<file path="config.mk">
export PLATFORM = sky130hd
export DESIGN_NAME = nmea_checksum_validator_top_flat
export DESIGN_NICKNAME = d
export VERILOG_FILES = /design/src/rtl/ncv_pkg.sv /design/src/rtl/ncv_stream_if.sv /design/src/rtl/ncv_in_reg.sv /design/src/rtl/ncv_core.sv /design/src/rtl/ncv_out_reg.sv /design/src/rtl/nmea_checksum_validator_top.sv /design/src/flat_wrapper.sv
export SDC_FILE = /design/constraint.sdc
export NUM_CORES = 1
export LEC_CHECK = 0
export BUFFER_PORTS_ARGS = -buffer_cell sky130_fd_sc_hd__buf_2
export CORE_MARGIN = 2
export CORE_UTILIZATION = 40
export DETAILED_ROUTE_END_ITERATION = 6
export GPL_TIMING_DRIVEN = 0
export HOLD_SLACK_MARGIN = 0.06
export PLACE_DENSITY_LB_ADDON = 0.15
export SYNTH_ARGS = -nofsm -noshare
export SYNTH_HDL_FRONTEND = slang
export SYNTH_SLANG_ARGS = --single-unit
</file>
<file path="constraint.sdc">
create_clock -name clk -period 3.04 [get_ports clk]
set_input_delay 0.152 -clock clk [delete_from_list [all_inputs] [get_ports clk]]
set_output_delay 0.152 -clock clk [all_outputs]
set_load 0.005 [all_outputs]
</file>
<file path="src/rtl/ncv_pkg.sv">
`timescale 1ns / 1ps
package ncv_pkg;

  localparam logic [7:0] STAR_CHAR = 8'h2A;
  localparam logic [1:0] COUNT_MAX = 2'd3;
  localparam logic [1:0] DIGITS_EXPECTED = 2'd2;
  localparam logic [4:0] HEX_RADIX = 5'd16;

  typedef enum logic [1:0] {
    ST_OK       = 2'd0,
    ST_MISMATCH = 2'd1,
    ST_FORMAT   = 2'd2,
    ST_NONE     = 2'd3
  } status_t;

  typedef struct packed {
    logic [7:0] data_byte;
    logic       last_byte;
  } char_t;

  typedef struct packed {
    status_t    status;
    logic [7:0] computed_sum;
  } result_t;

  // Digit value of an ASCII hex character; HEX_RADIX when it is not a hex digit.
  function automatic logic [4:0] hex_value(input logic [7:0] c);
    logic [4:0] v;
    v = HEX_RADIX;
    if (c >= 8'h30 && c <= 8'h39) begin
      v = {1'b0, c[3:0]};
    end else if ((c >= 8'h41 && c <= 8'h46) || (c >= 8'h61 && c <= 8'h66)) begin
      v = 5'(c[2:0]) + 5'd9;
    end
    return v;
  endfunction

endpackage

</file>
<file path="src/rtl/ncv_stream_if.sv">
`timescale 1ns / 1ps
interface ncv_stream_if #(parameter type payload_t = logic) ();
  logic     valid;
  logic     ready;
  payload_t data;

  modport source (output valid, output data, input ready);
  modport sink (input valid, input data, output ready);
endinterface

</file>
<file path="src/rtl/ncv_in_reg.sv">
`timescale 1ns / 1ps
module ncv_in_reg import ncv_pkg::*; (
  input  logic  clk,
  input  logic  rst,
  ncv_stream_if.sink chars,
  input  logic  consume,
  output logic  item_valid,
  output char_t item
);

  assign chars.ready = !item_valid || consume;

  always_ff @(posedge clk) begin
    if (rst) begin
      item_valid <= 1'b0;
    end else if (chars.valid && chars.ready) begin
      item_valid <= 1'b1;
    end else if (consume) begin
      item_valid <= 1'b0;
    end
  end

  always_ff @(posedge clk) begin
    if (chars.valid && chars.ready) begin
      item <= chars.data;
    end
  end

endmodule

</file>
<file path="src/rtl/ncv_core.sv">
`timescale 1ns / 1ps
module ncv_core import ncv_pkg::*; (
  input  logic    clk,
  input  logic    rst,
  input  logic    advance,
  input  char_t   item,
  output result_t res
);

  logic [7:0] running_xor, running_xor_next;
  logic       star_seen, star_seen_next;
  logic [1:0] chars_after_star, chars_after_star_next;
  logic       high_digit_match, high_digit_match_next;
  logic [4:0] digit;
  logic       low_match;

  assign digit = hex_value(item.data_byte);

  always_comb begin
    running_xor_next      = running_xor;
    star_seen_next        = star_seen;
    chars_after_star_next = chars_after_star;
    high_digit_match_next = high_digit_match;
    low_match             = 1'b0;
    if (!star_seen) begin
      if (item.data_byte == STAR_CHAR) begin
        star_seen_next = 1'b1;
      end else begin
        running_xor_next = running_xor ^ item.data_byte;
      end
    end else begin
      if (chars_after_star == 2'd0) begin
        high_digit_match_next = (digit == {1'b0, running_xor[7:4]});
      end else if (chars_after_star == 2'd1) begin
        low_match = (digit == {1'b0, running_xor[3:0]});
      end
      if (chars_after_star != COUNT_MAX) begin
        chars_after_star_next = chars_after_star + 2'd1;
      end
    end
  end

  always_comb begin
    res.computed_sum = running_xor_next;
    if (!star_seen_next) begin
      res.status = ST_NONE;
    end else if (chars_after_star_next != DIGITS_EXPECTED) begin
      res.status = ST_FORMAT;
    end else if (high_digit_match_next && low_match) begin
      res.status = ST_OK;
    end else begin
      res.status = ST_MISMATCH;
    end
  end

  // Clear the sentence state on reset and after the final byte; otherwise advance it.
  always_ff @(posedge clk) begin
    if (rst || (advance && item.last_byte)) begin
      running_xor      <= '0;
      star_seen        <= 1'b0;
      chars_after_star <= '0;
      high_digit_match <= 1'b0;
    end else if (advance) begin
      running_xor      <= running_xor_next;
      star_seen        <= star_seen_next;
      chars_after_star <= chars_after_star_next;
      high_digit_match <= high_digit_match_next;
    end
  end

endmodule

</file>
<file path="src/rtl/ncv_out_reg.sv">
`timescale 1ns / 1ps
module ncv_out_reg import ncv_pkg::*; (
  input  logic    clk,
  input  logic    rst,
  input  logic    load,
  input  result_t res,
  ncv_stream_if.source result,
  output logic    free
);

  assign free = !result.valid || result.ready;

  always_ff @(posedge clk) begin
    if (rst) begin
      result.valid <= 1'b0;
    end else if (load) begin
      result.valid <= 1'b1;
    end else if (result.ready) begin
      result.valid <= 1'b0;
    end
  end

  always_ff @(posedge clk) begin
    if (load) begin
      result.data <= res;
    end
  end

endmodule

</file>
<file path="src/rtl/nmea_checksum_validator_top.sv">
`timescale 1ns / 1ps
// NMEA 0183 sentence checksum checker.
// chars: one sentence character per item (data_byte, last_byte), the leading
//   dollar sign already stripped; last_byte marks the final character.
// result: one item per sentence, sent for the final character only:
//   status (ok, mismatch, format error, no checksum) and computed_sum, the XOR
//   of all characters before the first asterisk.
// Path: an accepted character is held in the input register; the final
//   character's result is computed from it and loaded into the result
//   register, which drives result; a full result register holds it back.
// Throughput: one character per cycle when nothing stalls, set by the single XOR
//   and hex-digit compare between the input register and the result register.
// Stall: while a result waits in the result register, characters that are not
//   final still drain through; a final character holds in the input register
//   and chars.ready drops only once that register is also occupied.
// Reset (rst, synchronous): empty both registers and clear the running
//   checksum, the asterisk flag, the digit count and the high-digit match.
module nmea_checksum_validator_top import ncv_pkg::*; (
  input logic clk,
  input logic rst,
  ncv_stream_if.sink   chars,
  ncv_stream_if.source result
);

  logic    item_valid;
  char_t   item;
  logic    consume;
  logic    free;
  logic    load;
  result_t res;

  // Advance a character unless it is final and the result register is full.
  assign consume = item_valid && (!item.last_byte || free);
  assign load    = consume && item.last_byte;

  ncv_in_reg u_in_reg (
    .clk        (clk),
    .rst        (rst),
    .chars      (chars),
    .consume    (consume),
    .item_valid (item_valid),
    .item       (item)
  );

  ncv_core u_core (
    .clk     (clk),
    .rst     (rst),
    .advance (consume),
    .item    (item),
    .res     (res)
  );

  ncv_out_reg u_out_reg (
    .clk    (clk),
    .rst    (rst),
    .load   (load),
    .res    (res),
    .result (result),
    .free   (free)
  );

endmodule

</file>
<file path="src/flat_wrapper.sv">
// flat-port wrapper written by rule: the top's interface ports become plain ports
module nmea_checksum_validator_top_flat import ncv_pkg::*;
  (clk, rst, chars_valid, chars_data, chars_ready, result_valid, result_data, result_ready);
  ncv_stream_if #(.payload_t(char_t)) chars_i ();
  ncv_stream_if #(.payload_t(result_t)) result_i ();
  input logic clk;
  input logic rst;
  input wire logic [$bits(chars_i.valid)-1:0] chars_valid;
  input wire logic [$bits(chars_i.data)-1:0] chars_data;
  output wire logic [$bits(chars_i.ready)-1:0] chars_ready;
  output wire logic [$bits(result_i.valid)-1:0] result_valid;
  output wire logic [$bits(result_i.data)-1:0] result_data;
  input wire logic [$bits(result_i.ready)-1:0] result_ready;
  assign chars_i.valid = chars_valid;
  assign chars_i.data = chars_data;
  assign chars_ready = chars_i.ready;
  assign result_valid = result_i.valid;
  assign result_data = result_i.data;
  assign result_i.ready = result_ready;
  nmea_checksum_validator_top u_core (.clk(clk), .rst(rst), .chars(chars_i), .result(result_i));
endmodule
</file>
==> results.md <==
* Run status: complete, no violations
* Per-instance average area after synthesis at 11.0 sq um
* Per-cell via count in the routed design at 5.06
* Count of final hold-check violations at 0
* Worst path required time at 3.06 ns
* Detail Placement HPWL at 2490 um
* Width of the chip at 70.2 um
* Share of post-route cells with drive strength above 1 at 23.9%
* Synth top area share at 32.5%
* Area after DPL at 0.00194 sq mm
* Sequential area share after synthesis at 48.5%
* Number of CTS-inserted buffers at 5
* Relative contribution of combinational cells to total power at 11.6%
* Total length of routed wires at 3440 um
* Critical setup path kind: flip-flop to flip-flop
* Switching fraction of total power at 25.9%
* Total power per unit cell area at 448 mW/mm^2
* Post-detailed-route count of antenna-violating nets at 0
* Post-layout util at 49.5%
* Pin count of the biggest net entering global routing at 13
* Most frequently used flop master after synthesis: sky130_fd_sc_hd__edfxtp_1
* Worst slew margin at 64.2%
* Final sum of negative setup slack at 0 ns
* Post-CTS setup repair buffer count at 0
* Final setup violating endpoints at 0
* Fraction of registers with async set/reset at 0%
* Actual slew at the worst max-slew pin at 0.537 ns
* Worst-path maximum fanout at 8
* GR Util All Layers at 15.5%
* Total internal power at 0.706 mW
* Number of hold buffers added after cts at 10
* Beginning of the critical path: u_core.u_in_reg.item[2]
* Period utilisation layout at 77.9%
* Vertical die dimension at 70.2 um
* Warning count from the yosys run at 0
* Die area at 0.00493 sq mm
* Worst min-delay path class: input port to flip-flop
* Final non-filler cell total at 253
* Clock skew after layout at 0.00829 ns
* Power Total at 0.952 mW
* Number of enable flip-flop cells after synthesis at 19
* Register Area at 851 sq um
* Area added between synthesis and finish at 21.2%
* Number of standard cells after synthesis at 159
* Launching point of the worst reg2reg path: u_core.u_in_reg.item[2]
* Layout filler cell count at 417
* Count of final max-slew check failures at 0
* Max Freq at 0.422 GHz
* Net load switching power at 0.246 mW
* Final design area excluding fillers at 0.00213 sq mm
* Initial antenna violation count at 0
* Setup repair after global routing missed its margin: false
* Routed len/inst at 13.6 um
* Port-buffer cells at 24
* Clock insertion delay at the later pin of the skew report at 0.29 ns
* Arrival time at the worst endpoint at 2.39 ns
* Net count of the mapped netlist at 177
* Placed Cells incl. Taps at 235
* Ranking of synthesized cells by area: sky130_fd_sc_hd__edfxtp_1 (33%), sky130_fd_sc_hd__dfxtp_1 (16%), sky130_fd_sc_hd__xnor2_1 (6.0%), sky130_fd_sc_hd__xor2_1 (4.5%), sky130_fd_sc_hd__nor2_1 (4.3%)
* Origin of the worst min-delay path: chars_valid
* DR DRC count at 0
* Sequential power share at 53.7%
* Starting density of the core at 40.9%
* Top library cells by usage in the layout, fill and taps aside: sky130_fd_sc_hd__buf_2 (26), sky130_fd_sc_hd__nor2_1 (20), sky130_fd_sc_hd__edfxtp_1 (19)
* Crit path launch type: flip-flop
* Via count of the first global-routing pass at 1316
* Peak ir drop on the vdd network at 0.248 mV
* Clock sink total at 33
* PostCTS Resize Cnt at 0
* Netlist cell types at 47
* Grt total ovfl at 0
* Clock transition at the registers of the reported paths at 0.08 ns
* CP Capture Type: flip-flop
* Max-cap violations at 0
* TritonCTS clock tree: built
* Area of the core region at 0.00429 sq mm
* Clock Root Buffer: sky130_fd_sc_hd__clkbuf_8
* Synthesized area at 0.00176 sq mm
* Global-route wire length before repair at 5920 um
* Flops & latches, synth at 33
* Placer Congestion at 0.816
* Number of optimization iterations in the first detailed-route pass at 4
* Max Root-Sink Buffers at 2
* Site Rows at 24
* Leakage Power at 0.798 nW
* Number of violations reported at the end of detailed-routing iteration 0 at 126
* Clk network pwr share at 34.7%
* Via count at 1281
* Most common library cell in the layout ignoring fill and taps: sky130_fd_sc_hd__buf_2
* Post-layout nets at 218
* Multi-input combinational cell area at 853 sq um
* Clock H-tree levels at 2
* Number of antenna cells inserted at 0
* Cell taking the most area after synthesis: sky130_fd_sc_hd__edfxtp_1
* Min cycle time layout at 2.37 ns
* Number of I/O pins at 25
## power groups by stage
stage          sequential, mW  clock (mW)  combinational [mW]
3_5_place_dp            0.522           0               0.101
5_1_grt                 0.514       0.358               0.124
3_3_place_gp            0.520           0              0.0987
2_1_floorplan           0.518           0              0.0734
4_1_cts                 0.511       0.337               0.111
6_report                0.511       0.330               0.110
## layout make-up
class	instances	share of cell area, %
Tap cell	52	3.06
Clock buffer	5	3.24
Timing Repair Buffer	34	10.4
Inverter	5	0.882
Multi-Input combinational cell	115	40.1
Clock inverter	3	0.824
Buffer	6	1.53
Sequential cell	33	40.0
## metrics by stage
step | setup slack, ns | hold slack (ns)
2_1_floorplan | 0.976 | 0.221
3_3_place_gp | 0.646 | 0.328
3_5_place_dp | 0.648 | 0.330
4_1_cts | 0.647 | 0.105
5_1_grt | 0.452 | 0.121
6_report | 0.672 | 0.106
## sequential cells by signal (all words and copies together) (netlist names)
signal                          cells
u_core.u_out_reg.result.data       10
u_core.u_core.high_digit_match      1
u_core.u_core.chars_after_star      2
u_core.u_out_reg.result.valid       1
u_core.u_core.star_seen             1
u_core.u_core.running_xor           8
u_core.u_in_reg.item                9
u_core.u_in_reg.item_valid          1
## cells by family after synthesis
kind of cell	Yosys count	share of synthesized area [%]
and+or+nand+nor	65	23.2
DFF	33	48.5
AOI/OAI and AO/OA	24	11.4
xor gates and xnor gates	21	10.5
buffers and inverters	11	2.92
adders and majority gates	5	3.56
## worst max-delay path: stages (launching register included)
cell and delay (ns):
sky130_fd_sc_hd__edfxtp_1 0.56, sky130_fd_sc_hd__inv_1 0.11, sky130_fd_sc_hd__ha_1 0.22, sky130_fd_sc_hd__nor3b_2 0.17, sky130_fd_sc_hd__a41oi_4 0.32, sky130_fd_sc_hd__a31oi_2 0.18, sky130_fd_sc_hd__xnor2_1 0.16, sky130_fd_sc_hd__nor3_1 0.23
sky130_fd_sc_hd__a41oi_1 0.16
## metal layers
| layer | track usage (%) | vias to the layer above | routed length, um |
|---|---|---|---|
| li1 | - | 648 | - |
| met1 | 18.8 | 597 | 1530 |
| met2 | 25.7 | 29 | 1720 |
| met3 | 3.46 | 7 | 118 |
| met4 | 7.69 | 0 | 71 |
| met5 | 0 | - | 0 |
## synth_stat cells (all sizes together), types with 2 or more instances
cell	count
xor2	9
edfxtp	19
clkbuf	2
nor4b	4
nor3b	2
dfxtp	14
nand3	6
a211oi	3
nand2	11
a21oi	7
nor2	21
or2	2
inv	5
nand2b	5
xnor2	12
a31oi	4
ha	5
nand4	3
buf	4
a32oi	2
and2	3
a41oi	2
## final timing paths
check             depth (start not counted)                              end  slack (ns)
setup reg to reg                          8  u_core.u_out_reg.result.data[8]        0.67
hold reg to reg                           2    u_core.u_out_reg.result.valid        0.55
hold / removal                            3       u_core.u_in_reg.item_valid        0.11
setup / recovery                          8  u_core.u_out_reg.result.data[8]        0.67
(Power assumes the default switching activity.)
